**config.mk**
```make
export PLATFORM = sky130hd
export DESIGN_NAME = pacp_mul
export DESIGN_NICKNAME = d
export VERILOG_FILES = /design/src/sv/pacp_pkg.sv /design/src/sv/pacp_mul.sv
export SDC_FILE = /design/constraint.sdc
export NUM_CORES = 2
export LEC_CHECK = 0
export ABC_AREA = 1
export CAP_MARGIN = 20
export CORE_AREA = 2 2 330 332
export DETAILED_ROUTE_END_ITERATION = 8
export DIE_AREA = 0 0 332 334
export DONT_BUFFER_PORTS = 1
export GPL_TIMING_DRIVEN = 0
export PLACE_DENSITY = 0.52
export SYNTH_ARGS = -nofsm -noshare
export SYNTH_HDL_FRONTEND = slang
export SYNTH_SLANG_ARGS = --single-unit
```
**constraint.sdc**
```tcl
create_clock -name clk_i -period 8.3 [get_ports clk_i]
set_input_delay 2.075 -clock clk_i [delete_from_list [all_inputs] [get_ports clk_i]]
set_output_delay 2.075 -clock clk_i [all_outputs]
set_load 0.1 [all_outputs]
```
**src/sv/pacp_pkg.sv**
```systemverilog
// Shared types, constants and register codes of the PID angle-to-PWM controller.
package pacp_pkg;

  // Field widths
  localparam int unsigned ADC_W      = 12;
  localparam int unsigned TIME_W     = 32;
  localparam int unsigned TARGET_W   = 25;
  localparam int unsigned GAIN_W     = 31;
  localparam int unsigned DRIVE_W    = 32;
  localparam int unsigned PWM_W      = 10;
  localparam int unsigned INTEG_W    = 48;
  localparam int unsigned CFG_IDX_W  = 3;
  localparam int unsigned CFG_DATA_W = 32;

  // Shared arithmetic widths
  localparam int unsigned MUL_W      = 32;
  localparam int unsigned PROD_W     = 2 * MUL_W;
  localparam int unsigned DIV_NUM_W  = 64;
  localparam int unsigned DIV_DEN_W  = 32;

  // Defaults of the top-level parameters
  localparam int unsigned ADC_FULL_SCALE_DEF = 4095;
  localparam int unsigned PWM_FULL_SCALE_DEF = 1000;

  // Fixed-point constants
  localparam int unsigned Q_ONE      = 65536;
  localparam int unsigned ANGLE_SPAN = 270;
  localparam int unsigned MS_PER_S   = 1000;

  // Register indexes of the configuration port
  typedef enum logic [CFG_IDX_W-1:0] {
    REG_TARGET_ANGLE = 3'd0,
    REG_GAIN_P       = 3'd1,
    REG_GAIN_I       = 3'd2,
    REG_GAIN_D       = 3'd3,
    REG_DRIVE_MAX    = 3'd4,
    REG_DRIVE_MIN    = 3'd5
  } pacp_reg_e;

  typedef struct packed {
    logic        [TARGET_W-1:0] target_angle;
    logic        [GAIN_W-1:0]   gain_p;
    logic        [GAIN_W-1:0]   gain_i;
    logic        [GAIN_W-1:0]   gain_d;
    logic signed [DRIVE_W-1:0]  drive_max;
    logic signed [DRIVE_W-1:0]  drive_min;
  } pacp_cfg_t;

  localparam pacp_cfg_t CFG_RST = '{
    target_angle: 25'd0,
    gain_p:       31'd3276800,
    gain_i:       31'd6554,
    gain_d:       31'd655360,
    drive_max:    32'sd196608,
    drive_min:    -32'sd196608
  };

  // Divider request and response
  typedef struct packed {
    logic                 start;
    logic [DIV_NUM_W-1:0] num;
    logic [DIV_DEN_W-1:0] den;
  } pacp_div_req_t;

  typedef struct packed {
    logic                 busy;
    logic                 done;
    logic [DIV_NUM_W-1:0] quot;
  } pacp_div_rsp_t;

endpackage

```
**src/sv/pacp_mul.sv**
```systemverilog
// Shared registered 32x32 unsigned multiplier of the PID angle-to-PWM controller.
module pacp_mul (
  input  logic                          clk_i,
  input  logic [pacp_pkg::MUL_W-1:0]    a_i,
  input  logic [pacp_pkg::MUL_W-1:0]    b_i,
  output logic [pacp_pkg::PROD_W-1:0]   prod_o
);

  logic [pacp_pkg::PROD_W-1:0] prod_q;

  // Register the product every cycle
  always_ff @(posedge clk_i) begin
    prod_q <= a_i * b_i;
  end

  assign prod_o = prod_q;

endmodule

```
# Word level (Yosys, flattened, before mapping)
# Index checks and enable logic that the tools add are counted.
[totals]
regBits = 64
inputBits = 65
[op_classes]
n_mul = 1
[op_table]
columns = ["operator", "n"]
rows = [
  ["multiplier 32 x 32 -> 64 bit", 1],
]

# Logic depth before layout (Yosys ltp)
[depth]
depth_word = 1
depth_mapped = 30
mapped_depth_nobuf = 29

# Least setup slack after synthesis
# OpenSTA, ideal clock, no wires.
[synth_path]
path_type = "input port to flip-flop"
startpoint = "in a_i[25] (netlist name)"
endpoint = "reg prod_q (netlist bit prod_o[60])"
setup_ns = 0.112
arrival_ns = 7.777
path_slack_ns = 0.411
stages = 26
path_cell_list = "clkbuf_1 nand2_1 fa_1 inv_1 fa_1 inv_1 fa_1 inv_1 fa_1 fa_1 fa_1 fa_1 inv_1 fa_1 inv_1 ha_1 nand2_1 nand2_1 a21oi_1 nand2_1 nand2_1 nand2_1 a21oi_1 nand2_1 nand2_1 nand2_1"
[synth_via]
elab_chain_cells = 1
[synth_rtl]
columns = ["item", "line", "source"]
rows = [
  ["from (decl)", "pacp_mul.sv:4", "input logic [pacp_pkg::MUL_W-1:0] a_i,"],
  ["multiplier 32 x 32 -> 64 bit", "pacp_mul.sv:13", "prod_q <= a_i * b_i;"],
  ["to (signal assigned)", "pacp_mul.sv:13", ""],
  ["to (decl)", "pacp_mul.sv:9", "logic [pacp_pkg::PROD_W-1:0] prod_q;"],
]
# Every way passes these cells.

# Worst setup path after layout
[layout_path]
startpoint = "in b_i[17] (netlist name)"
endpoint = "reg prod_q (netlist bit prod_o[31])"
[layout_via]
elab_chain_cells = 1
[layout_rtl]
columns = ["item", "line", "source"]
rows = [
  ["from (decl)", "pacp_mul.sv:5", "input logic [pacp_pkg::MUL_W-1:0] b_i,"],
  ["multiplier 32 x 32 -> 64 bit", "pacp_mul.sv:13", ""],
]
# Every way passes these cells.

==> run summary <==
register area: 0.001281 mm2
Hold-fix buffers, CTS: 0
Pre-antenna DRT Iters: 8
CTS tree: built
post-synth cell types: 23
commonest non-fill, non-tap cell in the layout: inv_1
GRT Overall Usage: 26.25%
max FFs per register: 64
CTS clk-pin slew, worst paths: 0.07 ns
total congestion overflow: 0
number of max-cap violations: 0
Worst-Margin Slew: 1.218 ns
cell row count: 121
Finish-stage setup viols: 0
min Tclk post-route: 8.179 ns
pre-CTS setup slack: -0.9003 ns
crit-path leading delay family: adder cells
global placement routability congestion: 1.013
YS warnings: 0
footprint of the multi-input gates: 0.02924 mm2
final worst-path cycle share: 98.54%
largest net degree at the start of global routing: 11
Final Hold Viols: 0
WL final: 142.9 mm
Levels on crit path: 21
Critical Path Fanout Max: 10
Max Slew Vio Count: 0
Die Height: 334 um
synthesis-stage register bit count: 64
Root Buffer: clkbuf_16
Die ar.: 0.1109 mm2
WP buf/inv: 5
synthesized area per cell: 7.446 um2
ranking of synthesized cells by area: fa_1, inv_1, nand2_1, ha_1, dfxtp_1
CP max stage cell: fa_2
final hold slack: 1.830 ns
cell taking the most area after synthesis: fa_1
detailed-route via count: 30750
placement-stage cell area: 0.03922 mm2
setup ws final: 0.1209 ns
die width: 332 um
crit path capture type: flop
Wirelength per Cell: 22.13 um
post-synth top area share: 47.96%
worst hold stages: 2
Max-slew headroom: 18.67%
Cell Area, Synth: 0.03740 mm2
CTS buffer count: 9
maximum buffer depth of the clock tree: 2
vias in the first global route: 31950
most frequent cells in the layout: inv_1, nand2_1, fa_1
Core ar.: 0.1078 mm2
Ant. Diodes: 0
FMAX: 0.1223 GHz
io pins: 129
Final Cell Area: 0.04038 mm2
crit path DAT: 8.40 ns
layout cells sized above 1: 6.820%
met1 usage: 35.24%
Fill cells: 11690
Post-Syn Instances: 5023
Max stage delay on crit path: 0.68 ns
HP Class: in2reg
Final nets: 6263
first-pass GRT wire length: 212.1 mm
vias per cell: 4.761
GR Util met3: 5.317%
Req. time, crit path: 8.52 ns
Mapped Nets: 6247
Initial Utilization: 34.70%
Final ANT Viol Nets: 0
critical-path cell list: clkbuf_4 > nand2_1 > inv_1 > fa_1 > inv_1 > fa_1 > inv_1 > fa_1 > fa_1 > fa_1 > fa_1 > fa_2 > fa_1 > ha_2 > nand2_1 > nor2_2 > inv_2 > nor2_2 > a21oi_1 > nand2_2 > xor2_1
critical path class: in2reg
clock sinks: 64
Area growth syn-to-layout: 7.965%
Initial DRC Count: 2485
CP dominant cell by count: fa_1
startpoint types: input port
status: complete, no violations
GRT met2 Usage: 42.82%
busiest metal layer after global routing: met2
HPWL after DPL: 127.0 mm
initial antenna violation count: 2
Port Buf Inserts: 0
H-tree levels: 3
fin util: 37.46%
Residual DRC: 0
sequential area share after synthesis: 3.426%
-- layout make-up --
class                           count  share of cell area [%]
Clock inverter                      3                  0.1611
Tap cell                         1414                   4.381
Multi-Input combinational cell   3032                   72.42
Sequential cell                    64                   3.173
Inverter                         1735                   16.13
Timing Repair Buffer                5                  0.1611
Clock buffer                       13                  0.6197
Buffer                            192                   2.956
-- Yosys cell counts (all sizes together) --
library cell	n
nand4	16
xnor2	2
a21oi	43
xor2	33
o21ai	2
fa	896
ha	263
nor2	101
inv	1735
nand2	1581
o21bai	12
dfxtp	64
clkbuf	192
nor3	18
nand3	65
-- metrics by stage --
step / TNS, ns / std cells
2_1_floorplan: 0 / 5023
4_1_cts: 0 / 6456
3_3_place_gp: -36.19 / 6437
3_5_place_dp: -32.82 / 6440
6_report: 0 / 6458
5_1_grt: -0.07222 / 6458
-- what timing repair did --
item,in CTS,in global routing
setup buffers,0,2
resized for setup,207,295
setup endpoints to repair,45,43
pin swaps,0,15
-- logic make-up (layout without fill, tap and decap cells) --
kind of cell / after synthesis / after routing / share of synthesized area (%)
xor gates and xnor gates: 35 / 35 / 0.8196
adders and majority gates: 1159 / 1159 / 56.76
AOI/OAI and AO/OA: 57 / 57 / 0.8531
buffers and inverters: 1927 / 1948 / 19.34
DFF: 64 / 64 / 3.426
and+or+nand+nor: 1781 / 1781 / 18.80
-- routing by layer --
metal | vias up | part of all wire (%)
met5 | - | 0
met4 | 0 | 3.8
met3 | 214 | 9.7
met2 | 1236 | 46
met1 | 15610 | 41
li1 | 13690 | -
-- worst paths after layout --
| kind | slack (ns) | to | startpoint |
|---|---|---|---|
| max | 0.12 | prod_o[31] | b_i[17] |
| min | 1.83 | prod_o[0] | b_i[0] |
Power is left out: the tool's default activity adds up to more than one toggle a clock period on the data nets, which glitch-free logic cannot reach.
