--- src/sv/pacp_pkg.sv ---
// Shared types, constants and register codes of the PID angle-to-PWM controller.
package pacp_pkg;

  // Field widths
  localparam int unsigned ADC_W      = 12;
  localparam int unsigned TIME_W     = 32;
  localparam int unsigned TARGET_W   = 25;
  localparam int unsigned GAIN_W     = 31;
  localparam int unsigned DRIVE_W    = 32;
  localparam int unsigned PWM_W      = 10;
  localparam int unsigned INTEG_W    = 48;
  localparam int unsigned CFG_IDX_W  = 3;
  localparam int unsigned CFG_DATA_W = 32;

  // Shared arithmetic widths
  localparam int unsigned MUL_W      = 32;
  localparam int unsigned PROD_W     = 2 * MUL_W;
  localparam int unsigned DIV_NUM_W  = 64;
  localparam int unsigned DIV_DEN_W  = 32;

  // Defaults of the top-level parameters
  localparam int unsigned ADC_FULL_SCALE_DEF = 4095;
  localparam int unsigned PWM_FULL_SCALE_DEF = 1000;

  // Fixed-point constants
  localparam int unsigned Q_ONE      = 65536;
  localparam int unsigned ANGLE_SPAN = 270;
  localparam int unsigned MS_PER_S   = 1000;

  // Register indexes of the configuration port
  typedef enum logic [CFG_IDX_W-1:0] {
    REG_TARGET_ANGLE = 3'd0,
    REG_GAIN_P       = 3'd1,
    REG_GAIN_I       = 3'd2,
    REG_GAIN_D       = 3'd3,
    REG_DRIVE_MAX    = 3'd4,
    REG_DRIVE_MIN    = 3'd5
  } pacp_reg_e;

  typedef struct packed {
    logic        [TARGET_W-1:0] target_angle;
    logic        [GAIN_W-1:0]   gain_p;
    logic        [GAIN_W-1:0]   gain_i;
    logic        [GAIN_W-1:0]   gain_d;
    logic signed [DRIVE_W-1:0]  drive_max;
    logic signed [DRIVE_W-1:0]  drive_min;
  } pacp_cfg_t;

  localparam pacp_cfg_t CFG_RST = '{
    target_angle: 25'd0,
    gain_p:       31'd3276800,
    gain_i:       31'd6554,
    gain_d:       31'd655360,
    drive_max:    32'sd196608,
    drive_min:    -32'sd196608
  };

  // Divider request and response
  typedef struct packed {
    logic                 start;
    logic [DIV_NUM_W-1:0] num;
    logic [DIV_DEN_W-1:0] den;
  } pacp_div_req_t;

  typedef struct packed {
    logic                 busy;
    logic                 done;
    logic [DIV_NUM_W-1:0] quot;
  } pacp_div_rsp_t;

endpackage

--- src/sv/pacp_cfg.sv ---
// Configuration register file of the PID angle-to-PWM controller.
module pacp_cfg (
  input  logic                                clk_i,
  input  logic                                rst_ni,
  input  logic                                cfg_valid_i,
  output logic                                cfg_ready_o,
  input  logic [pacp_pkg::CFG_IDX_W-1:0]      cfg_index_i,
  input  logic [pacp_pkg::CFG_DATA_W-1:0]     cfg_data_i,
  output pacp_pkg::pacp_cfg_t                 cfg_o
);

  pacp_pkg::pacp_cfg_t cfg_q, cfg_d;

  // Accept a write request in every cycle
  assign cfg_ready_o = 1'b1;
  assign cfg_o       = cfg_q;

  // Decode the register index, drop writes to unknown indexes
  always_comb begin
    cfg_d = cfg_q;
    if (cfg_valid_i) begin
      case (pacp_pkg::pacp_reg_e'(cfg_index_i))
        pacp_pkg::REG_TARGET_ANGLE: cfg_d.target_angle = cfg_data_i[pacp_pkg::TARGET_W-1:0];
        pacp_pkg::REG_GAIN_P:       cfg_d.gain_p       = cfg_data_i[pacp_pkg::GAIN_W-1:0];
        pacp_pkg::REG_GAIN_I:       cfg_d.gain_i       = cfg_data_i[pacp_pkg::GAIN_W-1:0];
        pacp_pkg::REG_GAIN_D:       cfg_d.gain_d       = cfg_data_i[pacp_pkg::GAIN_W-1:0];
        pacp_pkg::REG_DRIVE_MAX:    cfg_d.drive_max    = $signed(cfg_data_i);
        pacp_pkg::REG_DRIVE_MIN:    cfg_d.drive_min    = $signed(cfg_data_i);
        default:                    cfg_d = cfg_q;
      endcase
    end
  end

  always_ff @(posedge clk_i or negedge rst_ni) begin
    if (!rst_ni) begin
      cfg_q <= pacp_pkg::CFG_RST;
    end else begin
      cfg_q <= cfg_d;
    end
  end

endmodule

--- config.mk ---
export PLATFORM = sky130hd
export DESIGN_NAME = pacp_cfg
export DESIGN_NICKNAME = d
export VERILOG_FILES = /design/src/sv/pacp_pkg.sv /design/src/sv/pacp_cfg.sv
export SDC_FILE = /design/constraint.sdc
export NUM_CORES = 1
export LEC_CHECK = 0
export ABC_AREA = 1
export BUFFER_PORTS_ARGS = -buffer_cell sky130_fd_sc_hd__buf_2
export CAP_MARGIN = 20
export CORE_MARGIN = 2
export CORE_UTILIZATION = 46
export CTS_BUF_LIST = sky130_fd_sc_hd__clkbuf_16
export CTS_CLUSTER_SIZE = 8
export DETAILED_ROUTE_END_ITERATION = 8
export GPL_ROUTABILITY_DRIVEN = 0
export PLACE_DENSITY = 0.79
export SYNTH_ARGS = -nofsm -noshare
export SYNTH_HDL_FRONTEND = slang
export SYNTH_SLANG_ARGS = --single-unit
--- constraint.sdc ---
create_clock -name clk_i -period 1.5 [get_ports clk_i]
set_input_delay 0 -clock clk_i [delete_from_list [all_inputs] [get_ports clk_i]]
set_output_delay 0 -clock clk_i [all_outputs]
set_load 0.01 [all_outputs]
# After elaboration in Yosys (flattened, before gate mapping)
# Index checks and enable logic that the tools add are counted.
# W data, S select, Z words.
dict set report word_totals {
  input_bits 38
  wordCells 18
  output_inout_bits 183
  reg_bits 182
}
dict set report op_classes {
  reduce_logical 7
  n_eq_ne 5
}
# cell n
set ops {}
lappend ops {{$reduce_and A2 Y1} 6}
lappend ops {{$eq A3 B2 Y1 const B} 2}
lappend ops {{$eq A3 B3 Y1 const B} 2}
lappend ops {{$eq A3 B1 Y1 const B} 1}
lappend ops {{$logic_not A3 Y1} 1}

# Depth between registers and ports, before layout
dict set report depth {
  ltp_word 2
  mapped_depth 6
  mapped_depth_nobuf 5
}

# Worst setup path after synthesis
# Ideal clock, no wire load.
dict set report synth_path {
  path_kind {input-to-reg}
  startpoint {input cfg_valid_i}
  endpoint {register cfg_q, in the netlist cfg_o[148]}
  setup_time_ns 0.066
  t_arrival_ns 0.696
  n_path_buf 2
  required_ns 1.434
  setup_slack_ns 0.738
  cell_stages 6
  cell_sequence {inv_2 nor2_4 buf_2 buf_2 nand3_1 nand2_1}
}
dict set report synth_between {
  elab_chain_cells 1
}
# element line
set synth_lines {}
lappend synth_lines {{from (decl)} pacp_cfg.sv:5} ;# input logic cfg_valid_i,
lappend synth_lines {{$reduce_and A2 Y1 (no line)} -}
lappend synth_lines {{to (signal assigned)} pacp_cfg.sv:36} ;# cfg_q <= pacp_pkg::CFG_RST;
lappend synth_lines {{to (signal assigned)} pacp_cfg.sv:38} ;# cfg_q <= cfg_d;
lappend synth_lines {{to (decl)} pacp_cfg.sv:12} ;# pacp_pkg::pacp_cfg_t cfg_q, cfg_d;
# No other way between the ends.
# A chain may end at the register's enable or synchronous reset.

==> results.txt <==
The aggregate routed wire length came out at 22100 um. Sorting the synthesized cells by area gives the leading types as sky130_fd_sc_hd__dfrtp_1, sky130_fd_sc_hd__nand2_1, sky130_fd_sc_hd__dfstp_2. The count of port buffers added during placement came out at around 220. The global-route met3 utilization came out at 5.97%. Leaving out fill and tap cells, the most frequent cell in the layout is sky130_fd_sc_hd__nand2_1.

The estimated wirelength of the detail-placed design came out at 14400 um. For this design, the sink count on the clock tree is 182. The latest clock arrival within the worst-skew pair is 0.43 ns.

Summing the sequential cell areas from Yosys gives ~65% of the chip area. In this run the critical register-to-register path is captured at cfg_o[31]. The post-placement setup slack came out at 0.352 ns. The overall overflow remaining after global route came out at 0. The wire length of the first global-routing pass is about 34000 um. The largest vdd supply drop came out at around 0.77 mV. The max-slew violation count is 0. The run finished with clean final reports. The mean area per synthesized cell came out at 8.89 um2. Measured in cells, the most critical reg-to-reg path has a length of 2. The initial antenna violation count came out at 2. In this run the cell area of the synthesized design comes to 7100 um2.

The routing usage on met1 came out at 35.3%. The worst register-to-register path has a setup slack of 0.74 ns. The maximum net fanout on the critical path is 16. Yosys printed 0 warnings. The final worst-path cycle share is 85.2%. The cell area power density is 1440 nW/um2.

The sum of negative setup slack came out at 0 ns. The data arrival time of the worst path is around 1.8 ns. For this configuration, the core starts out at a cell density of between 40% and 50%. The number of setup buffers added after CTS came out at 0. TritonCTS created 17 clock buffers. The maximum number of pins on one net before global-route repair is between 80 and 90. The maximum buffer depth of the clock tree came out at 2. When the netlist entered floorplanning its net count stood at ~840. The time the final worst path needs with I/O delays and setup is between 1 and 1.5 ns. The count of fill cells added during filler insertion came out at 1282. The number of global-route vias before repair is 6312. The post-CTS clock slew at the launch and capture registers of the worst setup and hold paths is 0.06 ns.

In this run the vertical extent of the chip is 128 um. The final number of hold-violating endpoints is 0. The final layout contains 1088 nets. The final setup violation count is 0.

The post-detailed-route via-to-cell ratio came out at 5.22. The number of H-tree branching levels is 4. The critical path is of the in2async type.

The cell count of the worst hold path came out at 5. The clock skew after layout is 0 ns. The post-synthesis cell count came out at 799. The worst setup path is captured at an asynchronous set/reset pin. The first-pass detailed-route iteration total came out at 6.

The number of cell rows came out at 45. The largest total area in the synthesized netlist belongs to sky130_fd_sc_hd__dfrtp_1. Summed over all cells, the static leakage comes to about 5.3 nW.

Of the cells placed in the final design, the portion with a size suffix greater than 1 is 29.2%. Timing would allow up to 0.782 GHz. The via total after detailed routing came out at 6538. The worst min-delay path category is in2reg. Setup repair after global routing left no endpoint under its margin.

In this run the most critical hold path is launched from cfg_index_i[1]. The busiest metal layer after global routing is met2. The overall fraction of global-route tracks in use is 27.4%. The detail-routed net length per standard cell came out at 17.7 um.

The portion of synthesized cell area occupied by the leading cell type came out at 53.9%. The required time at the worst-slack endpoint came out at ~2 ns. Final hold analysis gives a worst-case slack of 0.0159 ns. The measured slew at the worst slew-check pin is approximately 0.74 ns.

The worst pin sits at a relative slew slack of 50.3%. The area growth from synthesis to layout is 32.1%. Clock tree synthesis selected as its root buffer the cell sky130_fd_sc_hd__clkbuf_16. After detailed routing, the number of remaining DRC violations is 0.

The flip-flop count of the largest register after layout is 182. The detailed router's first-iteration violation count came out at 620. The count of antenna-violating nets left after detailed routing is 0. The met2 routing resource usage after global routing came out at 44.3%.

The worst register-to-register path begins at cfg_o[31]. TritonCTS built the clock tree. The path with the worst hold slack has its endpoint at cfg_o[136]. The area of the placeable core came out at around 15000 um2.

The die width is between 100 and 150 um. Counting flops and latches in the post-synthesis netlist gives between 150 and 200. The final worst setup slack came out at 0.222 ns.

The worst setup path is launched from an input pin. In the layout the commonest cells are sky130_fd_sc_hd__nand2_1, sky130_fd_sc_hd__buf_2, sky130_fd_sc_hd__dfrtp_1, sky130_fd_sc_hd__nand3_1, sky130_fd_sc_hd__dlygate4sd3_1. The synthesized netlist contains 13 unique library cells.

The I/O pin total is 221. Max-cap violations in this run came to 0. The floorplan step defined a die boundary enclosing approximately 16000 um2.
-- report_power, final --
part	total [mW]	internal [mW]	switching [mW]	leakage, nW
combinational	2.90	1.14	1.76	2.84
sequential	6.47	5.93	0.534	2.23
clock	4.15	2.26	1.89	0.272
-- metrics by stage --
step                instance area [um2]  util [%]  instances  power (mW)
CTS                                9370      61.9       1251        13.6
floorplan                          7100         -        799        7.79
global placement                   8470      55.9       1183        9.25
global route                       9380      61.9       1253        14.2
detailed placement                 8470      55.9       1183        9.34
finish                             9380      61.9       1253        13.5
-- cell type report --
class | instances | area [um2] | share of cell area [%]
flip-flops and latches | 182 | 4590 | 49.0
multi-input cells | 563 | 2290 | 24.4
repair buffers | 280 | 1690 | 18.0
clock buffers | 17 | 425 | 4.54
well taps | 188 | 235 | 2.51
clock inverters | 15 | 115 | 1.23
inverters | 6 | 22.5 | 0.240
diodes | 2 | 5.00 | 0.0534
-- cell families (layout without fill, tap and decap cells) --
logic type,after synthesis,in the layout,share of synthesized area [%]
other,1,3,0.0528
DFF,182,182,64.7
buffers and inverters,54,318,3.30
and+or+nand+nor,562,562,32.0
-- how the worst max path moves through the flow --
stage	start	to	slack, ns	depth (start not counted)
after floorplan	cfg_valid_i	cfg_o[148]	0.74	6
after global placement	cfg_index_i[2]	cfg_o[10]	0.40	7
after detailed placement	cfg_index_i[2]	cfg_o[10]	0.35	7
after CTS	rst_ni	cfg_o[136]	0.16	3
after global routing	rst_ni	cfg_o[178]	0.13	3
final	rst_ni	cfg_o[178]	0.22	3
-- worst max-delay path, stage by stage --
cell,delay (ns)
sky130_fd_sc_hd__dlygate4sd3_1,0.54
sky130_fd_sc_hd__clkbuf_8,0.16
sky130_fd_sc_hd__dlygate4sd3_1,1.04
-- what timing repair did --
| action | 4_1_cts | 5_1_grt |
|---|---|---|
| endpoints found under the hold margin | 338 | 0 |
| hold buffers | 36 | 0 |
| gates resized for setup | 0 | 0 |
-- cells in the mapped netlist (all sizes together) --
library cell    n
buf            21
clkbuf         27
conb            1
dfrtp         153
dfstp          29
inv             6
nand2         437
nand3         119
nor2            6
-- per-layer routing --
metal / vias to the layer above / part of all wire (%) / wire length [um]
li1: 2998 / - / -
met1: 3162 / 40 / 8890
met2: 319 / 49 / 10700
met3: 59 / 7.9 / 1750
met4: 0 / 3.4 / 743
met5: - / 0 / 0
Power figures use the tool's default switching activity.
