[src/sv/pacp_pkg.sv]
// Shared types, constants and register codes of the PID angle-to-PWM controller.
package pacp_pkg;

  // Field widths
  localparam int unsigned ADC_W      = 12;
  localparam int unsigned TIME_W     = 32;
  localparam int unsigned TARGET_W   = 25;
  localparam int unsigned GAIN_W     = 31;
  localparam int unsigned DRIVE_W    = 32;
  localparam int unsigned PWM_W      = 10;
  localparam int unsigned INTEG_W    = 48;
  localparam int unsigned CFG_IDX_W  = 3;
  localparam int unsigned CFG_DATA_W = 32;

  // Shared arithmetic widths
  localparam int unsigned MUL_W      = 32;
  localparam int unsigned PROD_W     = 2 * MUL_W;
  localparam int unsigned DIV_NUM_W  = 64;
  localparam int unsigned DIV_DEN_W  = 32;

  // Defaults of the top-level parameters
  localparam int unsigned ADC_FULL_SCALE_DEF = 4095;
  localparam int unsigned PWM_FULL_SCALE_DEF = 1000;

  // Fixed-point constants
  localparam int unsigned Q_ONE      = 65536;
  localparam int unsigned ANGLE_SPAN = 270;
  localparam int unsigned MS_PER_S   = 1000;

  // Register indexes of the configuration port
  typedef enum logic [CFG_IDX_W-1:0] {
    REG_TARGET_ANGLE = 3'd0,
    REG_GAIN_P       = 3'd1,
    REG_GAIN_I       = 3'd2,
    REG_GAIN_D       = 3'd3,
    REG_DRIVE_MAX    = 3'd4,
    REG_DRIVE_MIN    = 3'd5
  } pacp_reg_e;

  typedef struct packed {
    logic        [TARGET_W-1:0] target_angle;
    logic        [GAIN_W-1:0]   gain_p;
    logic        [GAIN_W-1:0]   gain_i;
    logic        [GAIN_W-1:0]   gain_d;
    logic signed [DRIVE_W-1:0]  drive_max;
    logic signed [DRIVE_W-1:0]  drive_min;
  } pacp_cfg_t;

  localparam pacp_cfg_t CFG_RST = '{
    target_angle: 25'd0,
    gain_p:       31'd3276800,
    gain_i:       31'd6554,
    gain_d:       31'd655360,
    drive_max:    32'sd196608,
    drive_min:    -32'sd196608
  };

  // Divider request and response
  typedef struct packed {
    logic                 start;
    logic [DIV_NUM_W-1:0] num;
    logic [DIV_DEN_W-1:0] den;
  } pacp_div_req_t;

  typedef struct packed {
    logic                 busy;
    logic                 done;
    logic [DIV_NUM_W-1:0] quot;
  } pacp_div_rsp_t;

endpackage

[src/sv/pacp_div.sv]
// Shared radix-4 restoring divider of the PID angle-to-PWM controller.
module pacp_div (
  input  logic                    clk_i,
  input  logic                    rst_ni,
  input  pacp_pkg::pacp_div_req_t req_i,
  output pacp_pkg::pacp_div_rsp_t rsp_o
);

  localparam int unsigned NumW  = pacp_pkg::DIV_NUM_W;
  localparam int unsigned DenW  = pacp_pkg::DIV_DEN_W;
  localparam int unsigned Steps = NumW / 2;
  localparam int unsigned CntW  = $clog2(Steps);

  logic [NumW-1:0] quo_q, quo_d;
  logic [DenW-1:0] rem_q, rem_d;
  logic [DenW-1:0] den_q, den_d;
  logic [CntW-1:0] cnt_q, cnt_d;
  logic            busy_q, busy_d;
  logic            done_q, done_d;

  logic [DenW:0]   try1, try2;
  logic [DenW-1:0] rem1, rem2;
  logic            bit1, bit2;

  // Two restoring steps per cycle
  always_comb begin
    try1 = {rem_q, quo_q[NumW-1]};
    bit1 = (try1 >= {1'b0, den_q});
    rem1 = bit1 ? DenW'(try1 - {1'b0, den_q}) : try1[DenW-1:0];
    try2 = {rem1, quo_q[NumW-2]};
    bit2 = (try2 >= {1'b0, den_q});
    rem2 = bit2 ? DenW'(try2 - {1'b0, den_q}) : try2[DenW-1:0];
  end

  // Load on start, shift quotient bits in while busy, flag the last step
  always_comb begin
    quo_d  = quo_q;
    rem_d  = rem_q;
    den_d  = den_q;
    cnt_d  = cnt_q;
    busy_d = busy_q;
    done_d = 1'b0;
    if (req_i.start) begin
      quo_d  = req_i.num;
      rem_d  = '0;
      den_d  = req_i.den;
      cnt_d  = CntW'(Steps - 1);
      busy_d = 1'b1;
    end else if (busy_q) begin
      quo_d = {quo_q[NumW-3:0], bit1, bit2};
      rem_d = rem2;
      cnt_d = cnt_q - 1'b1;
      if (cnt_q == '0) begin
        busy_d = 1'b0;
        done_d = 1'b1;
      end
    end
  end

  always_ff @(posedge clk_i or negedge rst_ni) begin
    if (!rst_ni) begin
      busy_q <= 1'b0;
      done_q <= 1'b0;
      cnt_q  <= '0;
    end else begin
      busy_q <= busy_d;
      done_q <= done_d;
      cnt_q  <= cnt_d;
    end
  end

  always_ff @(posedge clk_i) begin
    quo_q <= quo_d;
    rem_q <= rem_d;
    den_q <= den_d;
  end

  assign rsp_o.busy = busy_q;
  assign rsp_o.done = done_q;
  assign rsp_o.quot = quo_q;

endmodule

[config.mk]
export PLATFORM = sky130hd
export DESIGN_NAME = pacp_div
export DESIGN_NICKNAME = d
export VERILOG_FILES = /design/src/sv/pacp_pkg.sv /design/src/sv/pacp_div.sv
export SDC_FILE = /design/constraint.sdc
export NUM_CORES = 1
export LEC_CHECK = 0
export ABC_CLOCK_PERIOD_IN_PS = 6300
export BUFFER_PORTS_ARGS = -buffer_cell sky130_fd_sc_hd__buf_2
export CORE_MARGIN = 3
export CORE_UTILIZATION = 56
export DETAILED_ROUTE_END_ITERATION = 10
export HOLD_SLACK_MARGIN = 0.06
export PLACE_DENSITY = 0.92
export SKIP_LAST_GASP = 1
export SYNTH_ARGS = -nofsm -noshare
export SYNTH_HDL_FRONTEND = slang
export SYNTH_SLANG_ARGS = --single-unit
export TNS_END_PERCENT = 30
[constraint.sdc]
create_clock -name clk_i -period 6.3 [get_ports clk_i]
set_clock_uncertainty 0.15 [all_clocks]
set_input_delay 0.315 -clock clk_i [delete_from_list [all_inputs] [get_ports clk_i]]
set_output_delay 0.315 -clock clk_i [all_outputs]
set_load 0.005 [all_outputs]
# Word level (Yosys, flattened, before mapping)
# Index checks and enable logic that the tools add are counted.
# op_classes
n_addsub	3
n_lt_le_gt_ge	2
mux	12
reduce_logical	2
# ops
op	count
$mux 64	2
$ge 33x32->1	2
$mux 32	2
$sub 32x32->32	2
$mux 5	2
$mux 1	6
$logic_not 5->1	1
$sub 5x1->5 const B	1
$reduce_bool 2->1	1
# totals
register_bits	135
input_bits	99
output_inout_bits	66
elab_cells	25

# Longest topological paths before layout
# Gate-level depths: netlist of the first run.
# logic_depth
depth_word	5
mapped_depth	26
depth_no_buf	23

# Worst setup path after synthesis of the first run
# OpenSTA, ideal clock, no wires.
# synth_timing
kind	reg2reg
start	register den_q[1]
end	register rem_q[30]
setup_time_ns	0.086
arrival_time_ns	4.877
required_ns	6.064
path_slack_ns	1.188
path_stages_with_launch	23
path_buffers	2
synth_period_minus_slack_ns	5.112
cell_sequence	edfxtp_1 inv_1 ha_1 nor2b_2 o2111ai_1 a211oi_2 nor3_2 a2111oi_1 nor2_1 buf_6 clkbuf_1 o21ai_0 fa_1 nand3_1 a21oi_1 o311ai_0 nand4b_1 a211oi_1 nor2_1 a311oi_1 xnor2_1 mux2i_1 a211oi_1
# synth_between
elab_chain_len	4
word_cells_on_any_way	6
cone_classes	add/sub: 2; order compare: 2; mux: 2
# synth_lines
element	line_no	rtl
start: declaration	pacp_div.sv:16	logic [DenW-1:0] den_q, den_d;
start signal: assignment	pacp_div.sv:75	den_q <= den_d;
$sub 32x32->32 / $ge 33x32->1 (equally long branches)	pacp_div.sv:29, pacp_div.sv:28	
$mux 32	pacp_div.sv:29	rem1 = bit1 ? DenW'(try1 - {1'b0, den_q}) : try1[DenW-1:0];
$sub 32x32->32 / $ge 33x32->1 (equally long branches)	pacp_div.sv:32, pacp_div.sv:31	
$mux 32 *	pacp_div.sv:32	rem2 = bit2 ? DenW'(try2 - {1'b0, den_q}) : try2[DenW-1:0];
end signal: assignment	pacp_div.sv:74	rem_q <= rem_d;
end: declaration	pacp_div.sv:15	logic [DenW-1:0] rem_q, rem_d;
# Every way passes the cells marked *; elsewhere a longest branch is shown, timed or not.
# A chain may end at the register's enable or synchronous reset.

# Worst setup path after layout of the first run
# layout_timing
start	register den_q[18]
end	register rem_q[10]
# layout_between
elab_chain_len	4
word_cells_on_any_way	6
cone_classes	add/sub: 2; order compare: 2; mux: 2
# layout_lines
element	line_no
$ge 33x32->1 / $sub 32x32->32 (equally long branches)	pacp_div.sv:28, pacp_div.sv:29
$mux 32	pacp_div.sv:29
$sub 32x32->32 / $ge 33x32->1 (equally long branches)	pacp_div.sv:32, pacp_div.sv:31
$mux 32 *	pacp_div.sv:32
# Marks and branches as above.

==> results of run 1 <==
==> worst min-delay path by stage <==
stage | endpoint | slack (ns)
finish | quo_q[63] | 0.07
global route | quo_q[63] | 0.07
CTS | quo_q[57] | 0.07
detailed placement | cnt_q[0] | 0.005
global placement | cnt_q[0] | -0.0005
floorplan | busy_q | -0.13
==> layout make-up <==
type,count,area (um^2)
fill,1031,4260
sequential,135,3700
clock inverter,14,130
multi-input combinational,674,5090
tap,216,270
inverter,51,191
timing repair buffer,270,1880
clock buffer,18,429
==> kinds of logic after synthesis <==
logic type	Yosys count	share of synthesized area (%)
AO/OA/AOI/OAI	230	16.3
XOR/XNOR	57	5.45
AND/OR/NAND/NOR	217	11.8
buffers and inverters	89	4.50
multiplexers	102	12.1
flip-flops	135	40.4
adder cells (fa/ha/maj)	68	9.46
==> flip-flops by register name (all words and copies together), names as in the netlist <==
name / count
cnt_q: 5
busy_q: 1
rem_q: 32
den_q: 32
done_q: 1
quo_q: 64
==> Yosys cell counts, drive strengths merged, types with 3 or more instances <==
cell | n | area share, %
nand3 | 14 | 0.77
xor2 | 23 | 2.2
a31oi | 4 | 0.27
or3 | 7 | 0.48
o21ai | 49 | 2.7
a311oi | 3 | 0.29
clkbuf | 25 | 1.0
and4 | 4 | 0.38
nand2 | 57 | 2.3
o22ai | 4 | 0.27
inv | 51 | 2.1
mux2 | 72 | 8.9
o311ai | 3 | 0.29
a21o | 16 | 1.3
a21boi | 4 | 0.33
a21oi | 62 | 3.4
dfrtp | 7 | 1.9
a211o | 4 | 0.38
o21a | 9 | 0.74
o211a | 3 | 0.33
nand4 | 12 | 0.89
a2111oi | 3 | 0.30
and2 | 6 | 0.44
o31ai | 4 | 0.33
nor2b | 7 | 0.51
xnor2 | 34 | 3.3
ha | 66 | 9.0
a211oi | 40 | 3.3
nor3 | 9 | 0.55
and3 | 8 | 0.55
nand2b | 16 | 1.1
mux2i | 30 | 3.3
buf | 13 | 1.4
nor2 | 63 | 2.6
o211ai | 3 | 0.25
edfxtp | 96 | 31
or2 | 5 | 0.34
dfxtp | 32 | 7.0
o21bai | 8 | 0.66
==> metal layers <==
layer,vias to the layer above,wire length [um],global-route usage [%]
li1,3840,-,-
met4,0,745,10.6
met5,-,0,0
met3,72,1810,6.79
met1,3909,10600,35.0
met2,403,13300,51.8
==> metrics by stage <==
stage / std cells / cell area (um^2) / utilization [%] / setup TNS (ns)
floorplan: 898 / 9160 / - / 0
global placement: 1247 / 10100 / 63.4 / 0
detailed placement: 1247 / 10100 / 63.4 / 0
CTS: 1372 / 11600 / 72.8 / 0
global route: 1378 / 11700 / 73.3 / -0.0183
finish: 1378 / 11700 / 73.3 / 0
==> timing repair <==
action | 4_1_cts | 5_1_grt
setup buffers | 0 | 6
setup endpoints to repair | 0 | 33
hold buffers | 93 | 0
hold endpoints to repair | 99 | 0
gates resized for setup | 0 | 5
==> power by group through the flow <==
stage	logic [uW]	clock network, uW	registers (uW)
2_1_floorplan	2380	0	1200
3_3_place_gp	2830	0	1220
3_5_place_dp	2920	0	1230
4_1_cts	2990	971	1210
5_1_grt	3450	1000	1240
6_report	3170	968	1220
==> critical path, stage by stage (launching register included) <==
cell      delay [ns]
edfxtp_1        0.38
inv_1           0.11
ha_1            0.30
a21o_1          0.19
a21oi_1         0.20
nor2b_1         0.08
o41ai_2         0.44
o21ai_0         0.25
nor2_4          0.15
buf_12          0.26
mux2_2          0.40
ha_1            0.38
and3_1          0.29
o211a_1         0.20
nand3_1         0.08
a211o_1         0.28
a21oi_1         0.25
o21ai_0         0.25
a22oi_1         0.24
nand3b_4        0.26
buf_12          0.20
mux2i_1         0.27
a211oi_1        0.10
==> impl_results.md, run 1 <==
- Peak supply drop: 0.264 mV
- First-pass GRT wire length: roughly 42000 um
- Die width: 134 um
- Post-Synthesis Cells: 898
- Slew Viols, Final: 0
- Max Fclk: between 0.15 and 0.2 GHz
- Vias in the first global route: about 8400
- Max-cap viol count: 0
- Wire length per cell: a little under 20 um
- Core ar.: 0.0159 mm^2
- DRT Pass-1 Iters: 7
- Largest net degree at the start of global routing: 89
- Crit end category: flip-flop
- DRC violation count after routing: 0
- Worst slew pin tran: ~1.1 ns
- Initial Util: between 50% and 60%
- Total GRT Usage: a little under 30%
- TritonCTS clock tree: yes
- Hold path depth: 2
- Die height: between 100 and 150 um
- Via count: between 8000 and 9000
- Power Density: ~460 mW/mm^2
- Worst Path Max Fanout: 59
- Tcrit/Tclk final: between 90% and 100%
- Seq pwr share: around 23%
- Clk Latency, worst-skew pair: between 0.4 and 0.5 ns
- WP data required: ~6.4 ns
- Seq/Total Area, Yosys: between 40% and 50%
- Setup violators final: 0
- Final hold viol count: 0
- Async SR Flop Fraction: between 5 and 6%
- Post-synthesis register bit count: approximately 140
- Nets@finish: between 1000 and 1500
- PnR worst setup slack: ~0.36 ns
- Hold/Removal Path Class: in2reg
- Synth Cell Area: ~0.0092 mm^2
- Synthesized Nets: roughly 1100
- Leakage power: 0.00511 uW
- Number of H-tree levels: 4
- Critical path origin: den_q[18]
- GP Congestion: 0.921
- Die area: roughly 0.018 mm^2
- Yosys cell types: 72
- Most frequent cells in the layout: buf_2 (163), edfxtp_1 (96), dlygate4sd3_1 (93), mux2_2 (71), ha_1 (66)
- Core Rows: 46
- Run status: completed
- I/O Pins: around 170
- Initial antenna violation count: 0
- R2R setup slack: 0.36 ns
- Routed Antenna Nets: 0
- Comb power frac: between 50% and 60%
- Overall Power: around 5400 uW
- GR Overflow Total: 0
- Root Driver: clkbuf_16
- Max-slew headroom: between 20% and 30%
- Crit path capture: rem_q[10]
- Syn. warnings: 0
- CTS Buf Count: 17
- Iteration-0 DRC Markers: slightly below 800
- Int Power: around 3100 uW
- Final hold slack: slightly above 0.07 ns
- Post-synth EDFFs: 96
- Worst R2R Path Depth: 22
- Reg-to-reg endpoint: rem_q[10]
- Reg clk slew, reported paths: approximately 0.060 ns
- # diodes: 0
- Layout area overhead: 27.6%
- Clk pwr share: 18.1%
- Sink Count: ~140
- Startpoint Class: flip-flop
- Via density: 5.97
- FF-to-FF Start: den_q[18]
- Critical path class: reg2reg
- Layout cells sized above 1: between 20 and 30%
- Most common cell after layout, fill and taps aside: buf_2
- Final worst path period need: roughly 5.9 ns
- Net Sw Power: between 2000 and 2500 uW
- Sw Share: ~43%
- DP Worst Slack: around 0.083 ns
- Critical path data arrival time: 6.05 ns
- Routed WL: between 20000 and 30000 um
- HPWL Detailed: ~17000 um
- Synth Flop Type: edfxtp_1
- Worst Min Path Start: req_i[95]
- Max Buffers Root-to-Sink: 2
- Synth Area per Inst: 10.2 um^2
- # port buffers: between 150 and 200
Power figures use the tool's default switching activity.
==> run 2, diff against run 1 <==
- CORE_MARGIN: 3 -> unset
- CORE_UTILIZATION: 56 -> 34
- PLACE_DENSITY: 0.92 -> 0.65
==> run 2 against run 1 <==
  * The flow now finishes with violations (DRC)
  * Utilization is 28 points lower
  * Setup slack gained 0.19 ns
  * Non-clock buffer count is 2 higher
  * Wire length fell by 5.2%
  * Sequential power about the same
  * Cell count is 8.8% higher
  * Combinational power down 4%
  * Critical path depth is the same
  * First-iteration DRC count shrank 45%
  * Register-to-register slack improved by 0.19 ns
  * Flip-flop and latch count unchanged
  * Clock-buffer cell count down 1
==> impl_results.md, run 2 (same netlist as run 1, synthesis figures left out) <==
- HPWL Detailed: ~17000 um
- Nets@finish: between 1000 and 1500
- PnR worst setup slack: 0.547 ns
- Leakage power: 0.00513 uW
- Reg clk slew, reported paths: ~0.08 ns
- Filler cell count: approximately 2400
- Layout cells sized above 1: between 20% and 30%
- GP Congestion: roughly 0.85
- Reg with most FFs: quo_q
- Worst R2R Path Depth: 22
- First-pass GRT wire length: between 40000 and 50000 um
- Hold EP: quo_q[35]
- RSZ-0062 raised after global routing: no
- Reg-to-reg endpoint: rem_q[16]
- Max-slew headroom: about 44%
- Root Driver: clkbuf_16
- CP Depth: 22
- Setup violators final: 0
- Vias in the first global route: 7847
- # diodes: 0
- Critical path class: reg2reg
- Via density: approximately 5
- Hold path depth: 2
- Worst slew pin tran: approximately 0.84 ns
- Routed WL: 25100 um
- Core Rows: between 50 and 60
- I/O Pins: 165
- Tcrit/Tclk final: between 90 and 100%
- Worst path max stage delay: just under 0.4 ns
- Final hold slack: about 0.091 ns
- Final worst path period need: 5.75 ns
- Via count: roughly 7700
- Critical path data arrival time: approximately 5.9 ns
- WP data required: between 6 and 7 ns
- Power Density: between 400 and 500 mW/mm^2
- Initial Util: 34.9%
- Worst Min Path Start: req_i[67]
- Largest register FFs: 64
- # port buffers: around 160
- GR Overflow Total: 0
- Slew Viols, Final: 0
- TritonCTS clock tree: yes
- Die area: 0.0276 mm^2
- Worst Path Max Fanout: 14
- Total GRT Usage: 18.4%
- DRT Pass-1 Iters: 9
- Most frequent cells in the layout: buf_2 (163), edfxtp_1 (96), dlygate4sd3_1 (95), mux2_2 (71), ha_1 (66)
- Die width: about 170 um
- Iteration-0 DRC Markers: 439
- DRC violation count after routing: 3
- Sink Count: between 100 and 150
- Top delay family on crit path: compound AO/OA/AOI/OAI gates
- Max Fclk: 0.174 GHz
- Die height: 166 um
- Setup TNS: 0 ns
- Peak supply drop: about 0.34 mV
- Most common cell after layout, fill and taps aside: buf_2
- Routed Antenna Nets: 0
- Hold/Removal Path Class: in2reg
- Number of H-tree levels: 4
- Max Buffers Root-to-Sink: 2
- Startpoint Class: flip-flop
- Clk Latency, worst-skew pair: between 0.4 and 0.5 ns
- Initial antenna violation count: 0
- CP Buf/Inv Count: 3
- Run status: finished, violations left
- Largest net degree at the start of global routing: between 70 and 80
- Crit end category: flip-flop
- Wire length per cell: approximately 17 um
- Biggest regs: quo_q: 64 flops, den_q: 32 flops, rem_q: 32 flops
- FF-to-FF Start: den_q[1]
- DP Worst Slack: 0.372 ns
- R2R setup slack: roughly 0.55 ns
- Layout area overhead: 29.8%
- Critical-path cell with the highest stage delay: ha_1
- Max-cap viol count: 0
- Final hold viol count: 0
- Crit path cell chain: inv_1 -> ha_1 -> nor2b_2 -> o2111ai_1 -> a211oi_2 -> nor3_2 -> a2111oi_2 -> nor2_4 -> buf_4 -> mux2_2 -> ha_1 -> and3_1 -> o211a_1 -> nand3_1 -> a211o_1 -> a21oi_1 -> o21ai_0 -> a22oi_1 -> nand3b_2 -> buf_4 -> mux2i_1 -> a211oi_1
- Failing checks: DRC
- Core ar.: 0.0262 mm^2
- CTS Buf Count: 17
## run 2: metal layers
metal / GRT usage (%) / vias up / part of all wire [%]
met5: 0 / - / 0
met2: 30.8 / 232 / 47
met1: 23.6 / 3609 / 46
met3: 4.00 / 30 / 5.7
li1: - / 3842 / -
met4: 5.36 / 0 / 1.7
## run 2: worst max-delay path by stage
stage | end | slack, ns | startpoint
after global placement | rem_q[30] | 0.49 | den_q[1]
final | rem_q[16] | 0.55 | den_q[1]
after detailed placement | rem_q[30] | 0.37 | den_q[1]
after CTS | rem_q[30] | 0.29 | den_q[1]
after floorplan | rem_q[30] | 1.19 | den_q[1]
after global routing | rem_q[16] | 0.05 | den_q[1]
## run 2: where the power goes
group	internal [uW]	switching, uW
Clock	546	509
Combinational	1390	1640
Sequential	1110	95.6
## run 2: through the flow
stage	std cells	power, uW	util [%]	instance area (um^2)
floorplan	898	3580	-	9160
global placement	1372	4150	39.3	10300
detailed placement	1372	4170	39.3	10300
CTS	1499	5310	45.3	11900
global route	1499	5690	45.3	11900
finish	1499	5290	45.3	11900
## run 2: layout make-up
type	count	area, um^2	share of cell area, %
Clock buffer	17	425	3.58
Clock inverter	15	201	1.70
Multi-Input combinational cell	674	5060	42.6
Tap cell	335	419	3.53
Sequential cell	135	3700	31.1
Timing Repair Buffer	272	1880	15.9
Inverter	51	191	1.61
## run 2: repair_timing
item | CTS | global route
setup endpoints to repair | 0 | 3
gates resized for setup | 0 | 2
hold endpoints to repair | 101 | 0
buffers inserted | 0 | 0
hold buffers | 95 | 0
==> run 3, diff against run 2 <==
- CELL_PAD_IN_SITES_DETAIL_PLACEMENT: unset -> 1
- CELL_PAD_IN_SITES_GLOBAL_PLACEMENT: unset -> 1
- PLACE_DENSITY: 0.65 -> 0.77
==> run 3 against run 2 <==
  * The flow still finishes with violations (DRC)
  * Largest cell class unchanged
  * Critical endpoint is now rem_q[4]
  * Total power grew 3.5%
  * Utilization down 0.20 points
  * Design area is 0.43% lower
  * Cell count decreased by 0.40%
  * Largest power group unchanged
  * Wire length increased by 19%
  * Clock-buffer cell count rose by 1
  * Critical path type unchanged
  * Hold slack worse by 0.021 ns
  * Clock power about the same
  * First-iteration DRC count shrank 5.2%
  * Sequential power hardly changed
  * Flip-flop and latch count is the same
==> impl_results.md, run 3 (same netlist as run 1, synthesis figures left out) <==
- Core ar.: around 0.026 mm^2
- GP Congestion: 0.841
- Routed Antenna Nets: 0
- Comb power frac: 58.7%
- Layout area overhead: 29.2%
- Max Fclk: about 0.17 GHz
- Clk Latency, worst-skew pair: ~0.44 ns
- Initial Util: a little over a third
- I/O Pins: between 150 and 200
- Reg-to-reg endpoint: rem_q[4]
- First-pass GRT wire length: about 47000 um
- Worst R2R Path Depth: 21
- Crit end category: flip-flop
- Hold EP: quo_q[49]
- Clk pwr share: about a fifth
- Nets@finish: between 1000 and 1500
- Filler cell count: between 2000 and 3000
- R2R setup slack: ~0.42 ns
- Overall Power: roughly 5500 uW
- # port buffers: between 150 and 200
- Die area: about 0.028 mm^2
- CP Buf/Inv Count: 2
- CTS Buf Count: 17
- Critical path data arrival time: 6.06 ns
- Die height: around 170 um
- Max-slew headroom: roughly 44%
- WP data required: 6.48 ns
- Max-cap viol count: 0
- Reg with most FFs: quo_q
- Via count: between 8000 and 9000
- Tcrit/Tclk final: ~93%
- DP Worst Slack: -0.445 ns
- Largest net degree at the start of global routing: 71
- Seq pwr share: ~22%
- Setup TNS: 0 ns
- Net Sw Power: between 2000 and 2500 uW
- Most frequent cells in the layout: buf_2 (163), edfxtp_1 (96), dlygate4sd3_1 (85), mux2_2 (71), ha_1 (66)
- TritonCTS clock tree: yes
- Power Density: roughly 460 mW/mm^2
- Sw Share: a little over two fifths
- Root Driver: clkbuf_16
- Startpoint Class: flip-flop
- Worst Path Max Fanout: 15
- Sink Count: 135
- Total GRT Usage: between 20 and 25%
- Setup violators final: 0
- Hold/Removal Path Class: in2reg
- Peak supply drop: between 0.2 and 0.25 mV
- Int Power: about 3100 uW
- Critical path class: reg2reg
- # diodes: 0
- Top delay family on crit path: compound AO/OA/AOI/OAI gates
- RSZ-0062 raised after global routing: no
- Max Buffers Root-to-Sink: 2
- Core Rows: 59
- Leakage power: 0.00511 uW
- Slew Viols, Final: 0
- Wire length per cell: 20.0 um
- Most Frequent Cell on Critical Path: a21oi_1
- Via density: about 5.4
- Number of H-tree levels: 4
- Crit path cell chain: inv_1 -> ha_1 -> a21o_1 -> a21oi_1 -> nor2b_1 -> o41ai_2 -> o21ai_2 -> nor2_4 -> mux2_2 -> ha_1 -> and3_1 -> a31oi_1 -> o21ai_0 -> a21oi_1 -> a21oi_1 -> o21ai_1 -> a22oi_1 -> nand3b_2 -> buf_12 -> mux2i_1 -> a211oi_1
- Biggest regs: quo_q: 64 flops, den_q: 32 flops, rem_q: 32 flops
- Hold path depth: 2
- Largest register FFs: 64
- Vias in the first global route: between 8000 and 9000
- Failing checks: DRC
- Die width: ~170 um
- Worst path max stage delay: around 0.50 ns
- Worst Min Path Start: req_i[81]
- Critical-path cell with the highest stage delay: o41ai_2
- Iteration-0 DRC Markers: about 420
- Reg clk slew, reported paths: approximately 0.070 ns
- Most common cell after layout, fill and taps aside: buf_2
- Final hold viol count: 0
- FF-to-FF Start: den_q[18]
- GR Overflow Total: 0
- DRC violation count after routing: 5
- DRT Pass-1 Iters: 8
- Run status: finished, violations left
- HPWL Detailed: roughly 21000 um
- Worst slew pin tran: between 0.8 and 0.9 ns
- PnR worst setup slack: between 0.4 and 0.5 ns
- Routed WL: between 20000 and 30000 um
- Layout cells sized above 1: 26.3%
- Final worst path period need: ~5.9 ns
- Initial antenna violation count: 0
## run 3: area by class of cell
| type | instances | area [um^2] | area share [%] |
|---|---|---|---|
| Tap cell | 335 | 419 | 3.54 |
| Multi-Input combinational cell | 675 | 5100 | 43.2 |
| Sequential cell | 135 | 3700 | 31.3 |
| Timing Repair Buffer | 265 | 1830 | 15.5 |
| Inverter | 51 | 191 | 1.62 |
| Clock inverter | 14 | 153 | 1.29 |
| Clock buffer | 18 | 429 | 3.63 |
## run 3: worst max-delay path by stage
stage / start / to / slack [ns] / depth (start not counted)
after floorplan: den_q[1] / rem_q[30] / 1.19 / 22
after global placement: den_q[18] / rem_q[2] / -0.17 / 21
after detailed placement: den_q[18] / rem_q[4] / -0.44 / 21
after CTS: den_q[1] / rem_q[4] / 0.05 / 22
after global routing: den_q[1] / rem_q[4] / 0.02 / 22
final: den_q[18] / rem_q[4] / 0.42 / 21
## run 3: metrics by stage
stage | util, % | cell area, um^2 | std cells | hold WS, ns
4_1_cts | 45.0 | 11800 | 1493 | 0.0625
2_1_floorplan | - | 9160 | 898 | -0.131
6_report | 45.1 | 11800 | 1493 | 0.0700
3_5_place_dp | 39.3 | 10300 | 1371 | 0.0136
5_1_grt | 45.1 | 11800 | 1493 | 0.0648
3_3_place_gp | 39.3 | 10300 | 1371 | 0.00921
## run 3: per-layer routing
| metal | routed length [um] | GRT usage (%) |
|---|---|---|
| met2 | 14700 | 38.4 |
| met1 | 12700 | 26.0 |
| met3 | 1680 | 4.62 |
| met5 | 0 | 0 |
| met4 | 747 | 8.05 |
## run 3: timing repair
item                                   in CTS  in global routing
setup endpoints to repair                  33                 33
pin swaps                                   2                  0
gates resized for setup                     4                  5
hold buffers                               85                  0
setup buffers                               4                  0
cloned                                      1                  0
endpoints found under the hold margin      91                  0
## run 3: power groups by stage
stage	registers, uW	logic, uW	clock network [uW]
2_1_floorplan	1200	2380	0
4_1_cts	1220	3190	1060
3_3_place_gp	1230	2970	0
3_5_place_dp	1230	3070	0
5_1_grt	1240	3510	1090
6_report	1220	3220	1040
